`config.mk`:
```
export PLATFORM = sky130hd
export DESIGN_NAME = scas_ram
export DESIGN_NICKNAME = d
export VERILOG_FILES = /design/src/sv/scas_ram.sv
export SDC_FILE = /design/constraint.sdc
export NUM_CORES = 1
export LEC_CHECK = 0
export ABC_AREA = 1
export BUFFER_PORTS_ARGS = -buffer_cell sky130_fd_sc_hd__clkbuf_2
export CORE_MARGIN = 2
export CORE_UTILIZATION = 40
export CTS_BUF_LIST = sky130_fd_sc_hd__clkbuf_16
export DETAILED_ROUTE_END_ITERATION = 16
export PLACE_DENSITY = 0.64
export SKIP_CTS_REPAIR_TIMING = 1
export SYNTH_ARGS = -nofsm -noshare
export SYNTH_HDL_FRONTEND = slang
export SYNTH_SLANG_ARGS = --single-unit
```
`constraint.sdc`:
```
create_clock -name clock -period 2.6 [get_ports clock]
set_input_delay 0.26 -clock clock [delete_from_list [all_inputs] [get_ports clock]]
set_output_delay 0.26 -clock clock [all_outputs]
set_load 0.02 [all_outputs]
```
`src/sv/scas_ram.sv`:
```
`timescale 1ns / 1ps
// ----------------------------------------------------------------------------
// scas_ram
// Generic simple dual-port RAM, one write and one registered read port.
// ----------------------------------------------------------------------------
module scas_ram #(
   parameter int WIDTH = 8,
   parameter int DEPTH = 16
) (
   input  logic                                       clock,
   input  logic                                       we,
   input  logic [((DEPTH > 1) ? $clog2(DEPTH) : 1)-1:0] waddr,
   input  logic [WIDTH-1:0]                           wdata,
   input  logic                                       re,
   input  logic [((DEPTH > 1) ? $clog2(DEPTH) : 1)-1:0] raddr,
   output logic [WIDTH-1:0]                           rdata
);

   logic [WIDTH-1:0] mem [DEPTH];
   logic [WIDTH-1:0] rdata_ff;

   always_ff @(posedge clock) begin
      if (we) begin
         mem[waddr] <= wdata;
      end
      if (re) begin
         rdata_ff <= mem[raddr];
      end
   end

   assign rdata = rdata_ff;

endmodule

```
# After elaboration in Yosys (flattened, before gate mapping)

Memories as Yosys holds them, arrays and structs flattened. A register that Yosys moved wholly into a read port is not among the register bits.
Cells that the tools add are included.

Bits in registers: 0
Memory bits (writable): 128
Input bits: 19
Output and inout bits: 8
Logic and storage cells: 3
Memories: 1

Muxes and demuxes: 2

Memory list:

| name | words | bits a word | rd ports | clocked after Yosys merged registers in | wr ports | RTL line | text |
|---|---|---|---|---|---|---|---|
| mem  | 16    | 8           | 1        | 1                                       | 1        | 19       | `logic [WIDTH-1:0] mem [DEPTH];` |

Operators with widths:

| operator         | count |
|---|---|
| 1-bit 2-to-1 mux | 2 |

# Longest topological paths before layout

Depth after elaboration: 2
Gate-level depth with buffers: 8
Gate-level depth less buffers: 7

# Least setup slack after synthesis

Ideal clock, no wire load.

Path type: input to register
Start: in waddr[2] (netlist bit)
End: mem mem[10][0], enable pin
Setup time: 370 ps
Arrival time: 841 ps
Required time: 2230 ps
Path slack: 1389 ps
Stages: 2
Buffers on the path: 0
Path through: nand3b_1 -> nor2_1

RTL lines:

| element         | RTL line | text |
|---|---|---|
| start, declared | 12       | `input logic [((DEPTH > 1) ? $clog2(DEPTH) : 1)-1:0] waddr,` |
| end, declared   | 19       |  |

No word-level cell before the write port.

==> summary.txt <==
Critical path
  – R2R Setup Slk: 1.41 ns
  – CP Max Fanout: 37
  – Reg2reg start: mem[11][2]
  – CP Launch Type: input pin
  – Buf+Inv Stages, Crit Path: 3
  – Top delay family on crit path: buffers and inverters
  – Required @ worst endpoint: 2.77 ns
  – Reg2Reg Depth: 6
  – FF-to-FF End: rdata[2]
  – Worst path cell trace: clkbuf_2 > inv_2 > buf_12 > nand2_1 > nand3_1 > nand3_1 > nand3_1 > nand2_1
  – Crit Path Category: in2reg
  – Worst path arrival time: 1.52 ns
  – Max incr delay on CP: 0.37 ns
  – Max stage delay cell, worst path: inv_2
  – Most used cell, CP: nand3_1
  – Kind of end point of the critical path: flip-flop

Timing
  – Post-layout min period: 1.35 ns
  – Final WS setup: 1.25 ns
  – Setup tns final: 0 ns
  – Fmax: 738 MHz
  – Hold slack final: 0.232 ns
  – RSZ-0062 raised after global routing: no
  – Slew at the pin closest to its max-slew limit: 0.913 ns
  – Final hold vios: 0
  – Slew Viols, Final: 0
  – Post-route clock skew: 0.00510 ns
  – Max_slew headroom: 38.9%
  – Final setup viols: 0
  – Tcrit/Tclk final: 52.1%

Pwr
  – Switching share of power: 21.0%
  – Max IR drop VDD: 0.433 mV
  – Leakage: 0.00285 µW
  – Clock share of power: 45.3%
  – Share of power burned in registers: 48.9%
  – Power per Cell Area: 766 nW/µm²
  – P_sw: 1070 µW
  – Pint: 4020 µW
  – Combinational Power Share: 5.9%

Routing
  – Met3 Wirelength: 843 µm
  – DRC errors left: 0
  – Antenna-violating nets left: 0
  – Post-DR vias/cell: 4.88
  – DR top layer: met4
  – Drt pass-1 iters: 6
  – Initial DRC count: 337
  – Wire length per cell: 17.1 µm
  – Metal-1 WL: 5.88 mm
  – DR WL met2: 6.18 mm
  – Post-detailed-routing wire length: 13.2 mm
  – Detailed-route via count: 3767

Floorplanning
  – Chip width: 125 µm
  – Core area: 14400 µm²
  – DIE AREA: 15600 µm²
  – Site Rows: 44
  – Die H: 125 µm
  – Initial cell density of the core: 40.5%
  – I/O pins: 27

Logic synthesis
  – Synth Area in Adders: 0%
  – Post-Synth Simple-Gate Area: 20.8%
  – Synth Area in Compound Gates: 0%
  – Synth cell types: 11
  – Synthesis-stage register bit count: 136
  – Syn Area/Cell: 10.6 µm²
  – Mapped cell area: 5850 µm²
  – Main combinational cell family by area after synthesis: simple AND/OR/NAND/NOR gates
  – Syn. warnings: 0
  – Multiplexer share of the synthesized area: 0%
  – Synth Instances: 551
  – Syn Nets: 570
  – Seq/Total Area, Yosys: 69.8%
  – Synth Area in XOR/XNOR: 0%

Global route
  – Total global-route track usage: 18.2%
  – Initial antenna violation count: 0
  – First-pass GRT wire length: 21.2 mm
  – Vias in the first global route: 3844
  – Overflow after GRT: 0
  – Largest net degree at the start of global routing: 65

Placement
  – Post-Place Worst Slack: 0.803 ns
  – I/O Buffers: 26
  – Dpl hpwl: 8.36 mm
  – DP Cell Count: 740
  – Final GP Congestion: 0.867

Finish
  – Area Overhead vs Synth: 13.6%
  – Layout Nets: 594
  – Layout cells sized above 1: 9.69%
  – Final Util: 46.1%
  – Fin cells: 772
  – Antenna cells: 0

Clock tree
  – Sink Count: 136
  – CTS root buffer: clkbuf_16
  – Clock slew seen by the registers of the worst setup and hold paths: 0.06 ns
  – CTS tree: done
  – Num CTS Buffers: 17
  – Later-pin clock latency in the skew report: 0.42 ns
  – Max clock buf depth: 2
  – Htree depth: 4

Worst hold path
  – Hold Path Sink: rdata[5]
  – Hold Path Origin: re
  – Hold Crit Class: in2reg
  – Hold Path Stages: 1

Run status
  – Status: complete, no violations

Job
  – Max-cap violations: 0
[registers in the layout, summed over array words and instances, names as in the netlist]
signal / flops
mem: 128
rdata: 8
[layout by cell type (no fill, tap or decap), drive strengths merged]
cell type / netlist / routed
buf: 24 / 3
bufinv: 0 / 3
clkbuf: 0 / 43
clkinv: 0 / 10
edfxtp: 136 / 136
inv: 102 / 104
nand2: 173 / 173
nand3: 97 / 97
nand3b: 2 / 2
nor2: 17 / 17
[power groups by stage]
stage | Clock [µW] | Combinational (µW) | Sequential (µW)
after floorplan | 0 | 173 | 2540
after global placement | 0 | 295 | 2530
after detailed placement | 0 | 296 | 2530
after CTS | 2330 | 298 | 2490
after global routing | 2430 | 332 | 2490
final | 2310 | 298 | 2490
[cells in the mapped netlist, drive strengths merged]
cell / n / area share, %
buf: 24 / 2.8
edfxtp: 136 / 70
inv: 102 / 6.5
nand2: 173 / 11
nand3: 97 / 8.3
nand3b: 2 / 0.26
nor2: 17 / 1.1
[how the worst max path moves through the flow]
stage / startpoint / endpoint / slack [ns] / cells after the start
finish: raddr[0] / rdata[2] / 1.25 / 8
global route: raddr[0] / rdata[2] / 1.12 / 8
global placement: raddr[0] / rdata[2] / 0.80 / 8
detailed placement: raddr[0] / rdata[2] / 0.80 / 8
floorplan: waddr[2] / mem[10][0] / 1.39 / 2
CTS: raddr[0] / rdata[2] / 1.25 / 8
[area by class of cell]
class | count | area [µm²]
inverters | 102 | 383
well taps | 184 | 230
clock buffers | 17 | 425
clock inverters | 15 | 143
repair buffers | 29 | 165
flip-flops and latches | 136 | 4080
multi-input cells | 289 | 1210
fillers | 1366 | 7780
[per-layer routing]
metal,track usage [%],vias up
met4,7.84,0
li1,-,1825
met5,0,-
met3,4.85,26
met1,24.2,1778
met2,28.4,138
[stage by stage]
step                      power [µW]  instance area (µm²)
after floorplan                 2710                 5850
after global placement          2830                 6080
after detailed placement        2830                 6080
after CTS                       5120                 6640
after global routing            5250                 6640
final                           5090                 6640
[cells by family after synthesis]
logic type	Yosys count
AND/OR/NAND/NOR	289
flip-flops	136
buffers and inverters	126
Note: power is estimated with default switching activity, not from simulation.
