==> src/sv/scas_pkg.sv <==
`timescale 1ns / 1ps
// ----------------------------------------------------------------------------
// scas_pkg
// Shared sizes, types and codes for the set-associative LRU cache model.
// ----------------------------------------------------------------------------
package scas_pkg;

   localparam int WAYS      = 8;
   localparam int SETS      = 1024;
   localparam int ADDR_BITS = 48;

   localparam int STAMP_W   = 32;
   localparam int CNT_W     = 32;
   localparam int DIV_W     = 48;   // dividend / quotient width
   localparam int DVS_W     = 32;   // divisor / remainder width
   localparam int SET_AW    = (SETS > 1) ? $clog2(SETS) : 1;
   localparam int SET_CNT_W = $clog2(SETS + 1);
   localparam int WAY_IW    = (WAYS > 1) ? $clog2(WAYS) : 1;
   localparam int NWAY_W    = $clog2(WAYS + 1);
   localparam int CSR_AW    = 4;

   localparam logic [1:0] REG_CACHE_BYTES = 2'd0;
   localparam logic [1:0] REG_LINE_BYTES  = 2'd1;
   localparam logic [1:0] REG_WAYS_IN_USE = 2'd2;

   typedef struct packed {
      logic                 valid;
      logic [STAMP_W-1:0]   stamp;
      logic [ADDR_BITS-1:0] tag;
   } way_type;

   typedef way_type [WAYS-1:0] row_type;

   localparam int ROW_W = $bits(row_type);

   typedef enum logic [2:0] {
      ST_CLEAR,
      ST_IDLE,
      ST_DIV_GO,
      ST_DIV_WAIT,
      ST_READ,
      ST_LOOK
   } state_type;

   // divisions run for one access, in this order; OP_CL and OP_W only when the set count must be worked out anew
   typedef enum logic [1:0] {
      OP_CL,     // cache bytes / line bytes
      OP_W,      // previous quotient / ways
      OP_ADDR,   // address / line bytes
      OP_SET     // line % set count
   } op_type;

endpackage

==> src/sv/scas_div.sv <==
`timescale 1ns / 1ps
// ----------------------------------------------------------------------------
// scas_div
// Restoring divider, one quotient bit per cycle.
// ----------------------------------------------------------------------------
module scas_div (
   input  logic                          clock,
   input  logic                          reset,
   input  logic                          start,
   output logic                          done,
   input  logic [scas_pkg::DIV_W-1:0]    dividend,
   input  logic [scas_pkg::DVS_W-1:0]    divisor,
   output logic [scas_pkg::DIV_W-1:0]    quotient,
   output logic [scas_pkg::DVS_W-1:0]    remainder
);
   import scas_pkg::*;

   localparam int CW = $clog2(DIV_W + 1);

   logic [CW-1:0]    cnt_ff,  cnt_in;
   logic             busy_ff, busy_in;
   logic             done_ff, done_in;
   logic [DIV_W-1:0] quo_ff,  quo_in;
   logic [DVS_W-1:0] rem_ff,  rem_in;
   logic [DVS_W-1:0] dvs_ff,  dvs_in;
   logic [DVS_W:0]   trial;
   logic [DVS_W:0]   diff;

   always_comb begin
      cnt_in  = cnt_ff;
      busy_in = busy_ff;
      done_in = 1'b0;
      quo_in  = quo_ff;
      rem_in  = rem_ff;
      dvs_in  = dvs_ff;
      trial   = {rem_ff, quo_ff[DIV_W-1]};
      diff    = trial - {1'b0, dvs_ff};
      if (start) begin
         quo_in  = dividend;
         rem_in  = '0;
         dvs_in  = divisor;
         cnt_in  = CW'(DIV_W);
         busy_in = 1'b1;
      end else if (busy_ff) begin
         if (!diff[DVS_W]) begin
            rem_in = diff[DVS_W-1:0];
            quo_in = {quo_ff[DIV_W-2:0], 1'b1};
         end else begin
            rem_in = trial[DVS_W-1:0];
            quo_in = {quo_ff[DIV_W-2:0], 1'b0};
         end
         cnt_in = cnt_ff - 1'b1;
         if (cnt_ff == CW'(1)) begin
            busy_in = 1'b0;
            done_in = 1'b1;
         end
      end
   end

   always_ff @(posedge clock) begin
      if (reset) begin
         busy_ff <= 1'b0;
         done_ff <= 1'b0;
         cnt_ff  <= '0;
      end else begin
         busy_ff <= busy_in;
         done_ff <= done_in;
         cnt_ff  <= cnt_in;
      end
      quo_ff <= quo_in;
      rem_ff <= rem_in;
      dvs_ff <= dvs_in;
   end

   assign done      = done_ff;
   assign quotient  = quo_ff;
   assign remainder = rem_ff;

endmodule
==> config.mk <==
export PLATFORM = sky130hd
export DESIGN_NAME = scas_div
export DESIGN_NICKNAME = d
export VERILOG_FILES = /design/src/sv/scas_pkg.sv /design/src/sv/scas_div.sv
export SDC_FILE = /design/constraint.sdc
export NUM_CORES = 1
export LEC_CHECK = 0
export ABC_AREA = 1
export BUFFER_PORTS_ARGS = -buffer_cell sky130_fd_sc_hd__buf_2
export CAP_MARGIN = 20
export CORE_ASPECT_RATIO = 1.1
export CORE_UTILIZATION = 45
export CTS_BUF_LIST = sky130_fd_sc_hd__clkbuf_4 sky130_fd_sc_hd__clkbuf_8 sky130_fd_sc_hd__clkbuf_16
export DETAILED_ROUTE_END_ITERATION = 7
export GPL_TIMING_DRIVEN = 0
export PLACE_DENSITY = 0.76
export SETUP_SLACK_MARGIN = 0.5
export SYNTH_ARGS = -nofsm -noshare
export SYNTH_HDL_FRONTEND = slang
export SYNTH_SLANG_ARGS = --single-unit
==> constraint.sdc <==
create_clock -name clock -period 4 [get_ports clock]
set_input_delay 0.2 -clock clock [delete_from_list [all_inputs] [get_ports clock]]
set_output_delay 0.2 -clock clock [all_outputs]
set_load 0.1 [all_outputs]
; Word-level counts from Yosys, hierarchy flattened
; Index checks and enable logic that the tools add are counted.
[totals]
reg_bits = 120
input_bits = 83
output_inout_bits = 81
wordCells = 24
[classes]
addsub = 2
eq_ne = 1
mux = 10
n_bitwise = 1
reduce_logical = 3
[op_table]
columns = operator, count
row1 = 48-bit two-way mux, 2
row2 = 33-bit by 32-bit subtractor with 33-bit output, 1
row3 = 32-bit two-way mux, 1
row4 = 6-bit two-way mux, 2
row5 = "6-bit by 1-bit equality test with 1-bit output, second input constant", 1
row6 = "6-bit by 1-bit subtractor with 6-bit output, second input constant", 1
row7 = 1-bit two-way mux, 5
row8 = 3-bit OR reduction, 1
row9 = 2-bit nonzero test, 1
row10 = 2-bit OR reduction, 1
row11 = 1-bit NOT, 1

; Depth between registers and ports, before layout
; Gate-level depths: netlist (run 1).
[depth]
word_depth = 4
ltp_mapped = 18
depth_no_buf = 17

; Worst setup path before layout (run 1)
; No wires, ideal clock.
[synth_timing]
path_kind = register -> register
startpoint = register quo_ff[47], in the netlist quotient[47]
endpoint = register quo_ff[0], in the netlist quotient[0], data pin
setup_time_ps = 269
arrival_time_ps = 2724
t_required_ps = 3731
setup_slack_ps = 1007
stages_incl_launch_ff = 17
n_path_buf = 1
period_less_slack_ps = 2993
cell_sequence = edfxtp_1 inv_1 ha_1 fa_1 inv_1 nand2_1 nand2_1 nand3_1 nand2_2 nand2_2 nand2_2 nand2_2 nand2_2 nand2_2 nand2_4 buf_6 o21ai_0
[synth_between]
elab_chain_cells = 4
[synth_rtl]
columns = element, line_no
row1 = start: declaration, scas_div.sv:23  ; logic [DIV_W-1:0] quo_ff, quo_in;
row2 = start signal: assignment, scas_div.sv:70  ; quo_ff <= quo_in;
row3 = 33-bit by 32-bit subtractor with 33-bit output, scas_div.sv:37  ; diff = trial - {1'b0, dvs_ff};
row4 = 1-bit two-way mux, scas_div.sv:45  ; if (!diff[DVS_W]) begin
row5 = 48-bit two-way mux, scas_div.sv:44  ; end else if (busy_ff) begin
row6 = 48-bit two-way mux, scas_div.sv:38  ; if (start) begin
row7 = named net quo_in[0], scas_div.sv:23
; The timed path passes the listed nets, and every way through them passes these cells. The select of a mux whose other input is x is not followed.
; A chain may end at the register's enable or synchronous reset.

; Final worst setup path (run 1)
; Same ends and word-level chain as after synthesis.

==> metrics.yaml, run 1 <==
timing:
  maxSlewHeadroom_pct: 43.8
  tightest_slew_ns: 0.843
  min_period_ns: 2.53
  finClkSkew_ns: 0.0119
  clock.fmax_mhz: 395
  fin_crit_sh_pct: 63.3
  drv_slew: 0
  finalSetupViolCount: 0
  grt_setup_unrepaired: "false"
  finalHoldViolCount: 0
  setup-tns-final_ns: 0
setup_path:
  critPathSlowestCell: "fa_1"
  arrival_ns: 2.69
  startpoint: "quotient[47]$_DFFE_PP_"
  slowest_delay_ns: 0.41
  crit_type: "register to register"
  cp-start-kind: "register"
  cp_max_fo: 10
  rr_startpoint: "quotient[47]$_DFFE_PP_"
  timing.critical_path.mode_cell: "nand2_2"
  cp_data_required_time_ns: 4.16
  crit_path_cell_trace: "inv_1 -> ha_1 -> fa_1 -> inv_1 -> nand2_1 -> nand2_1 -> nand3_1 -> nand2_2 -> nand2_2 -> nand2_2 -> nand2_2 -> nand2_2 -> nand2_2 -> nand2_4 -> buf_6 -> o21ai_0"
  setup.worst_path.end_class: "register"
finish:
  fill_cells: 1586
  drive_gt1_share_pct: 18.0
  fin_nets: 1438
  syn2layout_area_growth_pct: 26.6
  regArea_um2: 3200
  antenna_cells_inserted: 0
  fin_util_pct: 58.7
  multi_input_area_um2: 3500
clock_network:
  post_cts_buffers: 0
  clk_pin_slew_ns: 0.07
  cts.sinks: 120
  root_buffer: "clkbuf_16"
  clock_path_buffers: 2
  cts_hold_buffers: 33
  postCtsResizedCells: 0
  htreeDepth: 4
  numCtsBuffers: 17
  cts_tree: "built"
  insertion_delay_ns: 0.43
pwr:
  power.internal_mw: 2.44
  combPwrFrac_pct: 20.7
  p_clk_share_pct: 40.6
  power_density_nw_per_um2: 393
  p_sw_mw: 1.35
  swShare_pct: 35.6
  leakagePower_nw: 5.38
  pwr-share-seq_pct: 38.7
  vdd_ir_drop_max_uv: 310
placement:
  routabilityCongestion: 0.965
  hpwl_mm: 15.0
  port_buffers: 163
floorplanning:
  std_cell_rows: 49
  io_pins: 164
  start_util_pct: 46.4
  dieArea_um2: 17500
  core_area_um2: 16400
  die_h_um: 139
  die_w_um: 126
synth:
  yosys_warnings: 0
  synth_fp_nets: 1222
  synth_seq_area_share_pct: 42.0
  synth_cells: 1104
  ys_ff_latch: 120
  avgSynthCellArea_um2: 6.90
  yosysUniqueCellTypes: 34
  synth_area_um2: 7620
run:
  maxCapViolations: 0
route:
  ant_nets: 0
  vias_per_cell: 4.65
  drc: 0
  wl_per_cell_um: 12.7
  vias: 7146
  drtIter0Drc: 402
  routed_wl_mm: 19.5
  drt_pass1_iterations: 4
global_route:
  grt_pass1_vias: 6737
  grt_start_max_net_pins: 47
  antenna_found_initial: 0
  globalRouteTotalUtil_pct: 22.9
  grt_pass1_wl_mm: 31.6
  grt.overflow.total: 0
worst_hold_path:
  min_from: "dividend[17]"
  hp-class: "input port to register"
status:
  status: "complete, no violations"
[per-layer routing]
metal | global-route usage (%) | wire [um] | vias up
met5 | 0 | 0 | -
met4 | 9.77 | 500 | 0
met3 | 4.88 | 969 | 32
met2 | 39.0 | 9340 | 194
met1 | 27.9 | 8690 | 3135
li1 | - | - | 3785
[per-stage QoR]
stage | power, mW | std cells | cell area (um2) | hold slack, ns | worst slack [ns]
after floorplan | 2.08 | 1104 | 7620 | 0.269 | 1.01
after global placement | 2.24 | 1471 | 8690 | 0.378 | 0.415
after detailed placement | 2.25 | 1472 | 8710 | 0.378 | 1.32
after CTS | 3.82 | 1537 | 9650 | 0.0199 | 1.44
after global routing | 3.93 | 1537 | 9650 | 0.0277 | 1.28
final | 3.79 | 1537 | 9650 | 0.0318 | 1.47
[worst max-delay path: cells and delay by family (launching register included)]
family	cells	cell delay, ns
buffers and inverters	3	0.34
AO/OA/AOI/OAI	1	0.09
AND/OR/NAND/NOR	10	0.84
flip-flops	1	0.35
adder cells (fa/ha/maj)	2	0.64
[cell usage in the layout (no fill, tap or decap), types with 2 or more instances in the layout]
master         count
buf_2            163
or2_1              2
inv_2              6
nand3_1           59
nor2_2             3
clkbuf_1          16
ha_1              34
nand2_1          504
inv_6              4
dfxtp_1           40
xor2_1             3
inv_1            203
clkbuf_16         17
and2_1             5
o21bai_1           2
nand4_1            8
xnor2_1           13
a21oi_1           19
nand2_2           24
edfxtp_1          80
nand3b_1           3
inv_8              5
clkinv_8           5
nor2_1            53
nor3_1             6
o21ai_0            3
dlygate4sd3_1     33
buf_6              6
[cell type report]
type	count	area share (%)
well taps	204	2.65
inverters	209	8.13
multi-input cells	752	36.3
plain buffers	23	1.40
clock inverters	15	1.87
flip-flops and latches	120	33.2
repair buffers	197	12.1
clock buffers	17	4.41
[state kept, by name, indices dropped and copies added (netlist names)]
| signal | flops |
|---|---|
| cnt_ff | 6 |
| busy_ff | 1 |
| dvs_ff | 32 |
| done | 1 |
| remainder | 32 |
| quotient | 48 |
[cells in the mapped netlist]
cell type    n  area [um2]
nand2_1    504        1890
o21ai_1      1        5.00
nor3_1       6        30.0
ha_1        34         425
inv_1      204         766
o21ai_0      3        15.0
or2_1        2        12.5
nor3_4       1        16.3
xor2_1       3        26.3
o21bai_1     2        15.0
fa_1         1        20.0
a211oi_1     1        7.51
nand4_1      8        50.1
nor3b_1      1        7.51
a31oi_1      1        6.26
nor2_2       3        18.8
a21oi_1     19        95.1
nor2_1      53         199
inv_2        5        18.8
buf_6        6        67.6
nor2_4       1        11.3
and3_1       1        6.26
a21oi_2      1        8.76
a21o_1       1        7.51
and2_1       5        31.3
nand2_2     24         150
edfxtp_1    80        2400
xnor2_1     13         114
nand3b_1     3        22.5
nand3_1     59         295
buf_4        1        7.51
clkbuf_1    16        60.1
dfxtp_1     40         801
nand2_4      1        11.3
[cells by family after synthesis]
group           share of synthesized area (%)
simple gates                             36.1
buf+inv                                  12.1
flops                                    42.0
fa+ha+maj                                5.84
compound gates                           2.10
xor+xnor                                 1.84
[power groups by stage]
stage,registers (mW),clock network (mW),logic (mW)
floorplan,1.86,0,0.221
global placement,1.49,0,0.747
detailed placement,1.49,0,0.761
CTS,1.47,1.57,0.786
global route,1.48,1.62,0.836
finish,1.47,1.54,0.785
[worst paths after layout]
| path | endpoint | slack (ns) | cells after the start |
|---|---|---|---|
| setup / recovery | quotient[0]$_DFFE_PP_ | 1.47 | 16 |
| hold / removal | quotient[17]$_DFFE_PP_ | 0.03 | 3 |
| hold reg to reg | cnt_ff[4]$_SDFFE_PP0P_ | 0.48 | 2 |
| setup reg to reg | quotient[0]$_DFFE_PP_ | 1.47 | 16 |
Power figures use the tool's default switching activity.
==> run 2, diff against run 1 <==
==> constraint.sdc (replaced) <==
create_clock -name clock -period 2.4 [get_ports clock]
set_input_delay 0.12 -clock clock [delete_from_list [all_inputs] [get_ports clock]]
set_output_delay 0.12 -clock clock [all_outputs]
set_load 0.1 [all_outputs]
==> metrics.yaml, run 2 (synthesis results as in run 1) <==
timing:
  finalSetupViolCount: 0
  grt_setup_unrepaired: "true"
  fin_ws_ns: 0.0568
  drv_slew: 0
  min_period_ns: 2.34
  fin_crit_sh_pct: 97.6
  finClkSkew_ns: 0.0142
  holdWs_ns: 0.170
  tightest_slew_ns: 0.633
  clock.fmax_mhz: 427
  maxSlewHeadroom_pct: 57.8
  finalHoldViolCount: 0
pwr:
  vdd_ir_drop_max_uv: 491
  leakagePower_nw: 5.80
  power_density_nw_per_um2: 598
finish:
  largest_register_ff_count: 48
  drive_gt1_share_pct: 23.6
  antenna_cells_inserted: 0
  fin_util_pct: 65.7
  final_common_cell: "nand2_1"
  syn2layout_area_growth_pct: 41.6
  mostFrequentLayoutCells: "nand2_1 (478), inv_1 (201), buf_2 (162)"
  fin_nets: 1510
placement:
  hpwl_mm: 15.0
  routabilityCongestion: 0.956
  port_buffers: 163
  dp_slack_ns: -0.639
worst_hold_path:
  min_path_cells: 1
  hp-class: "input port to register"
floorplanning:
  dieArea_um2: 17500
  start_util_pct: 46.4
  std_cell_rows: 49
  die_w_um: 126
  core_area_um2: 16400
  io_pins: 164
  die_h_um: 139
setup_path:
  cp-start-kind: "register"
  reg2reg_depth: 17
  arrival_ns: 2.66
  crit_type: "register to register"
  cp_data_required_time_ns: 2.71
  cp_max_fo: 7
  regToRegSetupSlack_ns: 0.06
  setup.worst_path.end_class: "register"
route:
  drt_pass1_iterations: 5
  drtIter0Drc: 564
  routed_wl_mm: 22.7
  drc: 0
  met2_length_mm: 11.6
  ant_nets: 0
  met1_length_mm: 9.03
  wl_per_cell_um: 14.1
  vias_per_cell: 4.87
  highest-signal-layer: "met4"
  vias: 7830
  wl_met3_mm: 1.41
clock_network:
  clock_path_buffers: 2
  numCtsBuffers: 17
  clk_pin_slew_ns: 0.07
  cts.sinks: 120
  insertion_delay_ns: 0.43
  htreeDepth: 4
  cts_tree: "built"
  root_buffer: "clkbuf_16"
global_route:
  globalRouteTotalUtil_pct: 25.9
  grt.overflow.total: 0
  antenna_found_initial: 0
  grt_pass1_wl_mm: 35.6
  grt_pass1_vias: 7515
  grt_start_max_net_pins: 34
run:
  maxCapViolations: 0
status:
  status: "complete, no violations"
-- run 2: worst paths after layout --
kind | startpoint | to
worst min register to register | cnt_ff[4]$_SDFFE_PP0P_ | cnt_ff[4]$_SDFFE_PP0P_
worst max register to register | dvs_ff[0]$_DFFE_PP_ | remainder[7]$_SDFFE_PP0P_
worst min-delay path | start | dvs_ff[16]$_DFFE_PP_
worst max-delay path | dvs_ff[0]$_DFFE_PP_ | remainder[7]$_SDFFE_PP0P_
-- run 2: report_power, final --
group | total, mW | switching [mW] | internal, mW
clock network | 2.56 | 1.09 | 1.47
logic | 1.44 | 1.07 | 0.372
registers | 2.45 | 0.0735 | 2.37
total | 6.45 | 2.23 | 4.22
-- run 2: what timing repair did --
| action | in CTS | in global routing |
|---|---|---|
| setup buffers | 10 | 6 |
| hold buffers | 81 | 0 |
| gates resized for setup | 36 | 70 |
| gates cloned | 7 | 2 |
| endpoints found under the setup margin | 89 | 33 |
| pin swaps | 12 | 41 |
| endpoints found under the hold margin | 83 | 0 |
-- run 2: per-stage QoR --
| stage | setup TNS [ns] | instances | cell area, um2 | power, mW |
|---|---|---|---|---|
| 2_1_floorplan | -12.47 | 1104 | 7650 | 3.48 |
| 3_3_place_gp | -26.92 | 1471 | 8720 | 3.74 |
| 3_5_place_dp | -30.46 | 1471 | 8720 | 3.75 |
| 4_1_cts | 0 | 1601 | 10400 | 6.44 |
| 5_1_grt | -0.270 | 1609 | 10800 | 6.68 |
| 6_report | 0 | 1609 | 10800 | 6.45 |
-- run 2: per-layer routing --
| metal | up-vias | global-route usage (%) |
|---|---|---|
| li1 | 3931 | - |
| met1 | 3551 | 29.5 |
| met2 | 304 | 46.8 |
| met3 | 44 | 5.92 |
| met4 | 0 | 10.0 |
| met5 | - | 0 |
-- run 2: final cells by class --
class,count,area [um2]
plain buffers,23,163
clock buffers,17,425
clock inverters,15,158
fillers,1371,5640
inverters,209,788
multi-input cells,752,3880
flip-flops and latches,120,3200
well taps,204,255
repair buffers,266,1890
repair inverters,3,22.5
-- run 2: critical path, stage by stage, from the launching register on --
cell and delay (ns):
edfxtp_1 0.42, ha_4 0.19, fa_2 0.35, inv_2 0.08, nand2_2 0.05, nand2_2 0.07, nand3_2 0.06, nand2_2 0.08
nand2_2 0.07, nand2_4 0.08, nand2_4 0.08, nand2_4 0.10, nand2_4 0.07, nand2_8 0.16, clkbuf_16 0.19, nand2_2 0.05
nand3_2 0.06, nand2_1 0.06
==> run 3, diff against run 2 <==
--- a/config.mk
+++ b/config.mk
@@ -10,8 +10,9 @@
 export CAP_MARGIN = 20
 export CORE_ASPECT_RATIO = 1.1
 export CORE_UTILIZATION = 45
-export CTS_BUF_LIST = sky130_fd_sc_hd__clkbuf_4 sky130_fd_sc_hd__clkbuf_8 sky130_fd_sc_hd__clkbuf_16
+export CTS_BUF_LIST = sky130_fd_sc_hd__clkbuf_2 sky130_fd_sc_hd__clkbuf_4 sky130_fd_sc_hd__clkbuf_8
 export DETAILED_ROUTE_END_ITERATION = 7
+export GPL_ROUTABILITY_DRIVEN = 0
 export GPL_TIMING_DRIVEN = 0
 export PLACE_DENSITY = 0.76
 export SETUP_SLACK_MARGIN = 0.5
==> metrics.yaml, run 3 (synthesis results as in run 1) <==
clock_network:
  cts.sinks: 120
  numCtsBuffers: 17
  cts_tree: "built"
  htreeDepth: 4
  root_buffer: "clkbuf_8"
  clock_path_buffers: 2
  clk_pin_slew_ns: 0.09
  insertion_delay_ns: 0.46
route:
  drt_pass1_iterations: 5
  vias: 7576
  vias_per_cell: 4.71
  drc: 0
  drtIter0Drc: 448
  ant_nets: 0
  wl_per_cell_um: 13.4
  routed_wl_mm: 21.5
floorplanning:
  core_area_um2: 16400
  die_w_um: 126
  io_pins: 164
  die_h_um: 139
  start_util_pct: 46.4
  dieArea_um2: 17500
  std_cell_rows: 49
timing:
  holdWs_ns: 0.137
  maxSlewHeadroom_pct: 60.1
  min_period_ns: 2.30
  grt_setup_unrepaired: "true"
  setup-tns-final_ns: 0
  finalSetupViolCount: 0
  clock.fmax_mhz: 435
  tightest_slew_ns: 0.599
  finalHoldViolCount: 0
  finClkSkew_ns: 0.0204
  fin_crit_sh_pct: 95.7
  drv_slew: 0
finish:
  mostFrequentLayoutCells: "nand2_1 (497), inv_1 (201), buf_2 (162)"
  fin_nets: 1508
  largest_register_ff_count: 48
  syn2layout_area_growth_pct: 37.1
  finalInstanceArea_um2: 10500
  drive_gt1_share_pct: 21.6
  antenna_cells_inserted: 0
  final_common_cell: "nand2_1"
  fill_cells: 1384
global_route:
  antenna_found_initial: 0
  globalRouteTotalUtil_pct: 24.9
  grt_pass1_wl_mm: 34.5
  grt_start_max_net_pins: 34
  grt_pass1_vias: 7333
  grt.overflow.total: 0
pwr:
  p_sw_mw: 2.11
  pwr-share-seq_pct: 42.8
  swShare_pct: 36.9
  combPwrFrac_pct: 25.3
  total_power_mw: 5.71
  power_density_nw_per_um2: 547
  p_clk_share_pct: 31.9
  leakagePower_nw: 5.67
  power.internal_mw: 3.60
  vdd_ir_drop_max_uv: 467
status:
  status: "complete, no violations"
placement:
  port_buffers: 163
  post_dp_cell_area_um2: 8720
  hpwl_mm: 14.6
setup_path:
  crit_type: "register to register"
  cp_max_fo: 5
  cp_data_required_time_ns: 2.61
  cp-start-kind: "register"
  setup.worst_path.end_class: "register"
  arrival_ns: 2.51
worst_hold_path:
  hp-class: "input port to register"
run:
  maxCapViolations: 0
## run 3: cell types whose count changed in the layout (fill, tap and decap cells not counted), moves of 3 or more
cell	delta
inv_6	+4
clkbuf_8	+17
inv_8	-3
ha_4	+4
nand3_2	-7
nand3_1	+8
clkbuf_16	-19
nand2_2	-11
nand2_1	+19
nand2_4	-7
## run 3: final cells by class
| cell class | instances | area (um2) | share of cell area, % |
|---|---|---|---|
| flip-flops and latches | 120 | 3200 | 30.7 |
| plain buffers | 23 | 160 | 1.53 |
| clock inverters | 15 | 151 | 1.45 |
| multi-input cells | 752 | 3770 | 36.1 |
| clock buffers | 17 | 234 | 2.24 |
| inverters | 209 | 788 | 7.54 |
| repair buffers | 264 | 1860 | 17.8 |
| repair inverters | 3 | 22.5 | 0.215 |
| well taps | 204 | 255 | 2.44 |
## run 3: metal layers
layer / part of all wire, % / track usage [%]
met3: 6.1 / 6.11
met2: 50 / 44.4
met1: 41 / 27.8
met4: 2.8 / 11.6
met5: 0 / 0
## run 3: final timing paths
kind	slack, ns	startpoint	to	cells after the start
setup / recovery	0.10	dvs_ff[0]$_DFFE_PP_	quotient[0]$_DFFE_PP_	16
hold / removal	0.14	start	dvs_ff[3]$_DFFE_PP_	1
setup reg to reg	0.10	dvs_ff[0]$_DFFE_PP_	quotient[0]$_DFFE_PP_	16
hold reg to reg	0.48	cnt_ff[4]$_SDFFE_PP0P_	cnt_ff[4]$_SDFFE_PP0P_	2
## run 3: critical path, stage by stage (launching register included)
cell and delay [ns]:
edfxtp_1 0.42, ha_4 0.19, fa_2 0.35, inv_2 0.07
nand2_2 0.05, nand2_2 0.06, nand3_2 0.06, nand2_2 0.09
nand2_2 0.07, nand2_4 0.08, nand2_4 0.07, nand2_4 0.08
nand2_4 0.06, nand2_8 0.11, buf_12 0.11, buf_8 0.12
o21ai_2 0.05
## run 3: what timing repair did
action	in CTS	in global routing
setup endpoints to repair	87	34
resized for setup	39	28
setup buffers	10	7
pin swaps	5	23
hold endpoints to repair	83	0
hold buffers	81	0
gates cloned	6	0
## run 3: power by group through the flow
stage / Combinational (mW) / Clock, mW / Sequential [mW]
floorplan: 0.373 / 0 / 3.11
global placement: 1.25 / 0 / 2.49
detailed placement: 1.27 / 0 / 2.48
CTS: 1.40 / 1.87 / 2.44
global route: 1.53 / 1.94 / 2.46
finish: 1.44 / 1.83 / 2.44
## run 3: per-stage QoR
step                util (%)  std cells  setup WS [ns]
floorplan                  -       1104         -0.447
global placement        53.1       1471         -0.573
detailed placement      53.1       1471         -0.635
CTS                     62.4       1600          0.120
global route            63.6       1607         0.0141
finish                  63.6       1607          0.103
